**config.mk**
```make
export PLATFORM = sky130hd
export DESIGN_NAME = rational_arithmetic_unit_core
export DESIGN_NICKNAME = d
export VERILOG_FILES = /design/src/rtl/rau_pkg.sv /design/src/rtl/rational_arithmetic_unit_core.sv /design/src/rtl/rau_div.sv
export SDC_FILE = /design/constraint.sdc
export NUM_CORES = 2
export LEC_CHECK = 0
export BUFFER_PORTS_ARGS = -buffer_cell sky130_fd_sc_hd__buf_2
export CAP_MARGIN = 15
export CORE_UTILIZATION = 45
export CTS_CLUSTER_SIZE = 8
export DETAILED_ROUTE_END_ITERATION = 16
export HOLD_SLACK_MARGIN = 0.08
export PLACE_DENSITY = 0.65
export SLEW_MARGIN = 40
export SYNTH_ARGS = -nofsm -noshare
export SYNTH_HDL_FRONTEND = slang
export SYNTH_HIERARCHICAL = 1
export SYNTH_SLANG_ARGS = --single-unit
```
**constraint.sdc**
```tcl
create_clock -name clock -period 27.4 [get_ports clock]
set_clock_uncertainty 0.15 [all_clocks]
set_input_delay 6.85 -clock clock [delete_from_list [all_inputs] [get_ports clock]]
set_output_delay 6.85 -clock clock [all_outputs]
set_load 0.1 [all_outputs]
```
**src/rtl/rau_pkg.sv**
```systemverilog
`default_nettype none
package rau_pkg;
   localparam int DefWidth = 32;

   typedef enum logic [2:0] {
      MODE_REDUCE = 3'd0,
      MODE_ADD    = 3'd1,
      MODE_SUB    = 3'd2,
      MODE_MUL    = 3'd3,
      MODE_DIV    = 3'd4,
      MODE_CMP    = 3'd5
   } mode_type;

   typedef enum logic [1:0] {
      ST_OK    = 2'd0,
      ST_ZDEN  = 2'd1,
      ST_OVFL  = 2'd2
   } status_type;

   typedef struct packed {
      logic start;
      logic busy;
      logic done;
   } div_ctl_type;
endpackage
`default_nettype wire

```
**src/rtl/rational_arithmetic_unit_core.sv**
```systemverilog
// Rational arithmetic unit. Each request transaction carries a mode and two
// fractions; one response transaction returns the sum, difference, product,
// quotient or reduced first operand in lowest terms with a positive
// denominator, compare flags in compare mode, and a status (zero denominator
// or overflow). A zero denominator skips the gcd and goes from S_SUM through
// S_OUT to the response. Otherwise cross products on one shared multiplier,
// in states S_MUL1, S_MUL2 and S_SUM, come first. Then a shared 64-bit
// restoring divider runs one pass per Euclidean remainder step, followed by
// two exact divisions by the gcd. The block takes one transaction at a time;
// req_tready is high only while it is idle and the response register is
// empty.
`default_nettype none
module rational_arithmetic_unit_core #(
   parameter int WIDTH = rau_pkg::DefWidth
) (
   input  wire logic         clock,
   input  wire logic         reset,
   input  wire logic         req_tvalid,
   output logic              req_tready,
   // mode[2:0], a_num[34:3], a_den[66:35], b_num[98:67], b_den[130:99]
   input  wire logic [135:0] req_tdata,
   output logic              rsp_tvalid,
   input  wire logic         rsp_tready,
   // res_num[31:0], res_den[62:32], less[63], equal[64], greater[65], status[67:66]
   output logic [71:0]       rsp_tdata
);
   import rau_pkg::*;

   localparam int DW = 2 * WIDTH;

   typedef enum logic [7:0] {
      S_IDLE = 8'b00000001,
      S_MUL1 = 8'b00000010,
      S_MUL2 = 8'b00000100,
      S_SUM  = 8'b00001000,
      S_GCD  = 8'b00010000,
      S_DIVN = 8'b00100000,
      S_DIVD = 8'b01000000,
      S_OUT  = 8'b10000000
   } state_type;

   state_type state_ff, state_in;
   logic [2:0]        mode_ff, mode_in;
   logic [WIDTH-1:0]  an_ff, an_in, ad_ff, ad_in, bn_ff, bn_in, bd_ff, bd_in;
   logic [DW-1:0]     p1_ff, p1_in, p2_ff, p2_in;
   logic              p1n_ff, p1n_in, p2n_ff, p2n_in;
   logic [DW:0]       nm_ff, nm_in;
   logic              nneg_ff, nneg_in;
   logic [DW-1:0]     dm_ff, dm_in;
   logic              dneg_ff, dneg_in;
   logic [DW-1:0]     gx_ff, gx_in, gy_ff, gy_in, nq_ff, nq_in;
   logic              lt_ff, lt_in, eq_ff, eq_in, gt_ff, gt_in;
   logic              go_ff, go_in;
   logic              ovn_ff, ovn_in;
   logic              zd_ff, zd_in;
   logic [71:0]       out_ff, out_in;
   logic              ov_ff, ov_in;

   logic              dstart;
   logic [DW-1:0]     dvd, dvs, quo, rem;
   div_ctl_type       dctl;

   logic [WIDTH-1:0]  ma, mb, m_mag_a, m_mag_b;
   logic              ma_neg, mb_neg;
   logic [DW-1:0]     mprod;
   logic [DW-1:0]     lim;
   logic              neg_res;
   logic [DW:0]       sum_a, sum_b;
   logic [DW:0]       sl, sr;

   rau_div #(.W(DW)) u_div (
      .clock(clock), .reset(reset), .start(dstart),
      .dividend(dvd), .divisor(dvs), .ctl(dctl), .quo(quo), .rem(rem)
   );

   function automatic logic [WIDTH-1:0] absw(input logic [WIDTH-1:0] v);
      absw = v[WIDTH-1] ? WIDTH'(-v) : v;
   endfunction

   // one shared multiplier over magnitudes
   always_comb begin
      ma = an_ff;
      mb = bd_ff;
      if (state_ff == S_MUL1 && mode_ff == MODE_MUL) begin
         ma = an_ff;
         mb = bn_ff;
      end else if (state_ff == S_MUL2) begin
         priority if (mode_ff == MODE_MUL) begin
            ma = ad_ff;
            mb = bd_ff;
         end else if (mode_ff == MODE_DIV) begin
            ma = ad_ff;
            mb = bn_ff;
         end else begin
            ma = bn_ff;
            mb = ad_ff;
         end
      end else if (state_ff == S_SUM) begin
         ma = ad_ff;
         mb = bd_ff;
      end
      ma_neg = ma[WIDTH-1];
      mb_neg = mb[WIDTH-1];
      m_mag_a = absw(ma);
      m_mag_b = absw(mb);
      mprod = DW'(m_mag_a) * DW'(m_mag_b);
   end

   assign lim = DW'(1) << (WIDTH - 1);
   assign sum_a = {1'b0, p1_ff};
   assign sum_b = {1'b0, p2_ff};
   assign sl = p1n_ff ? -sum_a : sum_a;
   assign sr = p2n_ff ? -sum_b : sum_b;

   always_comb begin
      state_in = state_ff;
      mode_in = mode_ff;
      an_in = an_ff; ad_in = ad_ff; bn_in = bn_ff; bd_in = bd_ff;
      p1_in = p1_ff; p1n_in = p1n_ff; p2_in = p2_ff; p2n_in = p2n_ff;
      nm_in = nm_ff; nneg_in = nneg_ff; dm_in = dm_ff; dneg_in = dneg_ff;
      gx_in = gx_ff; gy_in = gy_ff; nq_in = nq_ff;
      lt_in = lt_ff; eq_in = eq_ff; gt_in = gt_ff;
      go_in = 1'b0;
      ovn_in = ovn_ff;
      zd_in = zd_ff;
      out_in = out_ff;
      ov_in = ov_ff;
      dstart = 1'b0;
      dvd = gx_ff;
      dvs = gy_ff;
      neg_res = 1'b0;
      if (ov_ff && rsp_tready) ov_in = 1'b0;
      unique case (state_ff)
         S_IDLE: begin
            if (req_tvalid && !ov_ff) begin
               mode_in = (req_tdata[2:0] > 3'd5) ? MODE_REDUCE : req_tdata[2:0];
               an_in = req_tdata[3 +: WIDTH];
               ad_in = req_tdata[35 +: WIDTH];
               bn_in = req_tdata[67 +: WIDTH];
               bd_in = req_tdata[99 +: WIDTH];
               lt_in = 1'b0; eq_in = 1'b0; gt_in = 1'b0;
               state_in = S_MUL1;
            end
         end
         S_MUL1: begin
            zd_in = (ad_ff == '0) || (mode_ff != MODE_REDUCE && bd_ff == '0) ||
                    (mode_ff == MODE_DIV && bn_ff == '0);
            p1_in = mprod;
            p1n_in = ma_neg ^ mb_neg;
            state_in = S_MUL2;
         end
         S_MUL2: begin
            p2_in = mprod;
            p2n_in = (ma_neg ^ mb_neg) ^ (mode_ff == MODE_SUB);
            state_in = S_SUM;
         end
         S_SUM: begin
            unique case (mode_ff)
               MODE_ADD, MODE_SUB: begin
                  nm_in = ($signed(sl) + $signed(sr)) < 0 ?
                     -(sl + sr) : (sl + sr);
                  nneg_in = $signed(sl + sr) < 0;
                  dm_in = mprod;
                  dneg_in = ad_ff[WIDTH-1] ^ bd_ff[WIDTH-1];
               end
               MODE_MUL, MODE_DIV: begin
                  nm_in = {1'b0, p1_ff};
                  nneg_in = p1n_ff;
                  dm_in = p2_ff;
                  dneg_in = p2n_ff;
               end
               default: begin
                  nm_in = (DW + 1)'(absw(an_ff));
                  nneg_in = an_ff[WIDTH-1];
                  dm_in = DW'(absw(ad_ff));
                  dneg_in = ad_ff[WIDTH-1];
               end
            endcase
            if (mode_ff == MODE_CMP) begin
               // sl = an*bd, sr = bn*ad with signs
               eq_in = sl == sr;
               lt_in = (ad_ff[WIDTH-1] != bd_ff[WIDTH-1]) ?
                  ($signed(sl) > $signed(sr)) : ($signed(sl) < $signed(sr));
               gt_in = !(sl == sr) && !lt_in;
            end
            if (zd_ff) begin
               lt_in = 1'b0; eq_in = 1'b0; gt_in = 1'b0;
               state_in = S_OUT;
            end else begin
               gx_in = nm_in[DW-1:0];
               gy_in = dm_in;
               go_in = 1'b1;
               state_in = S_GCD;
            end
         end
         S_GCD: begin
            // x = y, y = x mod y until y is zero
            if (go_ff) begin
               if (gy_ff == '0) begin
                  dvd = nm_ff[DW-1:0];
                  dvs = gx_ff;
                  dstart = 1'b1;
                  state_in = S_DIVN;
               end else begin
                  dstart = 1'b1;
               end
            end else if (dctl.done) begin
               gx_in = gy_ff;
               gy_in = rem;
               go_in = 1'b1;
            end
         end
         S_DIVN: begin
            if (dctl.done) begin
               nq_in = quo;
               dvd = dm_ff;
               dvs = gx_ff;
               dstart = 1'b1;
               state_in = S_DIVD;
            end
         end
         S_DIVD: begin
            if (dctl.done) begin
               neg_res = (nneg_ff != dneg_ff) && nq_ff != '0;
               ovn_in = (quo > lim - 1'b1) ||
                        (neg_res ? nq_ff > lim : nq_ff > lim - 1'b1);
               out_in = '0;
               if (!ovn_in) begin
                  out_in[31:0] = 32'($signed(neg_res ? WIDTH'(-nq_ff) : nq_ff[WIDTH-1:0]));
                  out_in[62:32] = 31'(quo);
               end
               out_in[63] = lt_ff; out_in[64] = eq_ff; out_in[65] = gt_ff;
               out_in[67:66] = ovn_in ? ST_OVFL : ST_OK;
               ov_in = 1'b1;
               state_in = S_IDLE;
            end
         end
         S_OUT: begin
            out_in = '0;
            out_in[67:66] = ST_ZDEN;
            ov_in = 1'b1;
            state_in = S_IDLE;
         end
         default: state_in = S_IDLE;
      endcase
   end

   always_ff @(posedge clock) begin
      mode_ff <= mode_in;
      an_ff <= an_in; ad_ff <= ad_in; bn_ff <= bn_in; bd_ff <= bd_in;
      p1_ff <= p1_in; p1n_ff <= p1n_in; p2_ff <= p2_in; p2n_ff <= p2n_in;
      nm_ff <= nm_in; nneg_ff <= nneg_in; dm_ff <= dm_in; dneg_ff <= dneg_in;
      gx_ff <= gx_in; gy_ff <= gy_in; nq_ff <= nq_in;
      lt_ff <= lt_in; eq_ff <= eq_in; gt_ff <= gt_in;
      ovn_ff <= ovn_in; zd_ff <= zd_in;
      out_ff <= out_in;
      if (reset) begin
         state_ff <= S_IDLE;
         ov_ff <= 1'b0;
         go_ff <= 1'b0;
      end else begin
         state_ff <= state_in;
         ov_ff <= ov_in;
         go_ff <= go_in;
      end
   end

   assign req_tready = (state_ff == S_IDLE) && !ov_ff;
   assign rsp_tvalid = ov_ff;
   assign rsp_tdata = out_ff;

   a_busy_no_ready: assert property (@(posedge clock) disable iff (reset)
      state_ff != S_IDLE |-> !req_tready) else $error("ready while busy");
   a_accept_starts: assert property (@(posedge clock) disable iff (reset)
      req_tvalid && req_tready |=> state_ff == S_MUL1) else $error("accept lost");
   a_rsp_idle: assert property (@(posedge clock) disable iff (reset)
      rsp_tvalid |-> state_ff == S_IDLE) else $error("response while busy");
   a_flags_onehot: assert property (@(posedge clock) disable iff (reset)
      rsp_tvalid |-> $onehot0(rsp_tdata[65:63])) else $error("flags clash");
endmodule
`default_nettype wire

```
**src/rtl/rau_div.sv**
```systemverilog
`default_nettype none
module rau_div #(
   parameter int W = 64
) (
   input  wire logic         clock,
   input  wire logic         reset,
   input  wire logic         start,
   input  wire logic [W-1:0] dividend,
   input  wire logic [W-1:0] divisor,
   output rau_pkg::div_ctl_type ctl,
   output logic [W-1:0]      quo,
   output logic [W-1:0]      rem
);
   import rau_pkg::*;

   localparam int CW = $clog2(W + 1);

   logic [W-1:0]  q_ff, q_in, r_ff, r_in, d_ff, d_in;
   logic [CW-1:0] cnt_ff, cnt_in;
   logic          busy_ff, busy_in, done_ff, done_in;
   logic [W:0]    trial;
   logic [W:0]    shl;

   // one quotient bit per cycle, restoring
   always_comb begin
      q_in = q_ff;
      r_in = r_ff;
      d_in = d_ff;
      cnt_in = cnt_ff;
      busy_in = busy_ff;
      done_in = 1'b0;
      shl = {r_ff, q_ff[W-1]};
      trial = shl - {1'b0, d_ff};
      if (start) begin
         q_in = dividend;
         r_in = '0;
         d_in = divisor;
         cnt_in = CW'(W);
         busy_in = 1'b1;
      end else if (busy_ff) begin
         if (!trial[W]) begin
            r_in = trial[W-1:0];
            q_in = {q_ff[W-2:0], 1'b1};
         end else begin
            r_in = shl[W-1:0];
            q_in = {q_ff[W-2:0], 1'b0};
         end
         cnt_in = cnt_ff - 1'b1;
         if (cnt_ff == CW'(1)) begin
            busy_in = 1'b0;
            done_in = 1'b1;
         end
      end
   end

   always_ff @(posedge clock) begin
      q_ff <= q_in;
      r_ff <= r_in;
      d_ff <= d_in;
      if (reset) begin
         cnt_ff <= '0;
         busy_ff <= 1'b0;
         done_ff <= 1'b0;
      end else begin
         cnt_ff <= cnt_in;
         busy_ff <= busy_in;
         done_ff <= done_in;
      end
   end

   assign ctl.start = start;
   assign ctl.busy = busy_ff;
   assign ctl.done = done_ff;
   assign quo = q_ff;
   assign rem = r_ff;

   a_done_after_busy: assert property (@(posedge clock) disable iff (reset)
      done_ff |-> $past(busy_ff)) else $error("done without busy");
   a_not_both: assert property (@(posedge clock) disable iff (reset)
      !(busy_ff && done_ff)) else $error("busy and done");
   a_cnt_zero_idle: assert property (@(posedge clock) disable iff (reset)
      !busy_ff |-> cnt_ff == '0 || $past(start)) else $error("count left over");
endmodule
`default_nettype wire
```
==> results by group <==
Outcome
  • Outcome: finished clean

Floorplanning
  • Num ports: 214
  • Initial Util: 45.5%
  • Die Ht: 439 um
  • Die footprint: 193000 sq um
  • Core ar.: 189000 sq um
  • # rows: 159
  • Chip width: 439 um

Clock tree
  • Cts repair resizes: 0
  • Clock Path Buffers: 3
  • CTS tree: yes
  • Worst-path clk slew: 0.05 ns
  • CTS root buf: clkbuf_16
  • CTS Sinks: 866
  • Worst-skew pair later-pin latency: 0.78 ns
  • Num CTS Buffers: 119
  • Post CTS Setup Buffer Count: 0
  • # H-tree levels: 3
  • Hold_buf cts: 0

Route
  • Drt total wl: 289 mm
  • TritonRoute pass-1 iters: 6
  • Initial DRC Count: 7248
  • Residual DRC: 0
  • Avg Vias per Cell: 5.90
  • Via count: 69500
  • Antenna viol nets, final: 0
  • Drt wl/cell: 24.5 um

Global route
  • Vias in the first global route: 70000
  • GRT Util Overall: 29.8%
  • Largest net degree at the start of global routing: 84
  • Initial antenna violation count: 9
  • Global-route wire length before repair: 432 mm
  • Grt total ovfl: 0

Setup path
  • RR Startpoint: state_ff[2]$_SDFFE_PP0P_
  • Reg-to-reg slack, setup: 12.49 ns
  • Critical path's top delay family: adder cells
  • CP max stage cell: dfxtp_1
  • Critical Path Start Type: register
  • Setup crit end kind: register
  • Crit Path Class: reg -> reg
  • Max FO, Critical Path: 21
  • Worst R2R Path Depth: 42
  • RR Endpoint: gy_ff[63]$_DFFE_PP_
  • Crit. Startpoint: state_ff[2]$_SDFFE_PP0P_
  • Critical path buffer and inverter count: 9
  • Required @ worst endpoint: 27.66 ns
  • CP arrival: 15.17 ns
  • Crit path depth: 42
  • CP peak stage delay: 0.75 ns
  • CP most frequent cell: fa_1
  • Crit path to: gy_ff[63]$_DFFE_PP_

STA
  • Maximum clock rate: 67.1 MHz
  • RSZ-0062 raised after global routing: no
  • Setup Viol. Count Final: 0
  • Final period util: 54.4%
  • Tmin final: 14.91 ns
  • Worst-Margin Slew: 1.01 ns
  • Setup TNS: 0 ns
  • Final hold vios: 0
  • Rel. slew slack: 31.8%
  • Slew Viols, Final: 0

Logic synthesis
  • Syn_area_per_cell: 9.41 sq um
  • Post-Synthesis Cells: 9130
  • Yosys Warn Count: 6
  • Synthesized area: 85900 sq um

Finish
  • Synthesis-to-finish area growth: 9.91%
  • Share of cells above drive strength 1: 9.48%
  • Nets@finish: 10700

Min path
  • Worst hold path type: reg -> reg
  • Hold Startpoint: u_div/quo[42]$_DFFE_PP_

Placed design
  • IO buf count: 204
  • DPL Wire Length: 225 mm
  • Final GP Congestion: 1.01

Run
  • Max-cap violations: 0
[layout make-up]
class                           count  area (sq um)
Multi-Input combinational cell   6636         55500
Inverter                         1183          4450
Antenna cell                        3          7.51
Clock buffer                      194          3260
Clock inverter                     11           265
Timing Repair Buffer              385          2650
Sequential cell                   866         25200
Fill cell                       17300         94200
Tap cell                         2495          3120
[sequential cells by signal, summed over array words and instances, names as in the netlist, 64 cells and up]
register	flops
rsp_tdata	68
dm_ff	64
gx_ff	64
gy_ff	64
nm_ff	64
nq_ff	64
p1_ff	64
p2_ff	64
u_div/d_ff	64
u_div/quo	64
u_div/rem	64
[per-stage QoR]
stage | util (%) | cell area [sq um] | worst slack, ns | hold WS, ns | instances
6_report | 50.1 | 94400 | 12.49 | 0.285 | 11800
3_3_place_gp | 47.8 | 90200 | 12.04 | 0.304 | 11500
4_1_cts | 50.0 | 94300 | 12.90 | 0.273 | 11800
5_1_grt | 50.1 | 94400 | 12.13 | 0.290 | 11800
3_5_place_dp | 48.1 | 90800 | 13.00 | 0.309 | 11600
2_1_floorplan | - | 85900 | 7.95 | 0.287 | 9133
[routing by layer]
layer / track usage (%) / vias to the layer above / part of all wire [%]
li1: - / 30800 / -
met1: 39.4 / 34500 / 40
met2: 46.3 / 3504 / 44
met3: 6.23 / 733 / 9.8
met4: 14.6 / 4 / 5.8
met5: 0 / - / 0.011
[worst min path at each step]
stage | to | slack, ns | depth (start not counted)
final | nq_ff[42]$_DFFE_PP_ | 0.28 | 0
after CTS | nq_ff[42]$_DFFE_PP_ | 0.27 | 0
after floorplan | nq_ff[49]$_DFFE_PP_ | 0.29 | 0
after global placement | nq_ff[5]$_DFFE_PP_ | 0.30 | 0
after global routing | nq_ff[42]$_DFFE_PP_ | 0.29 | 0
after detailed placement | nq_ff[8]$_DFFE_PP_ | 0.31 | 0
[worst reg2reg max path: cells and delay by family (launching register included)]
| family | cells | cell delay (ns) |
|---|---|---|
| adders and majority gates | 10 | 4.94 |
| AOI/OAI and AO/OA | 13 | 4.18 |
| and+or+nand+nor | 9 | 2.53 |
| buffers and inverters | 9 | 1.76 |
| DFF | 1 | 0.75 |
| xor gates and xnor gates | 1 | 0.21 |
[cells in the final DEF (no fill, tap or decap), types with 103 or more instances in the layout]
master and instances:
a21oi_1 293, nand2_1 1119, inv_1 1180, ha_1 466
fa_1 898, buf_2 204, nor3_1 103, buf_4 146
nor4_1 103, nor2_1 1076, xor2_1 187, edfxtp_1 783
xnor2_1 286, mux2_2 149, o21ai_0 269, clkbuf_16 119
Power is not shown: default switching activity piles up to over one toggle a cycle in this logic, so the estimate is an artifact.
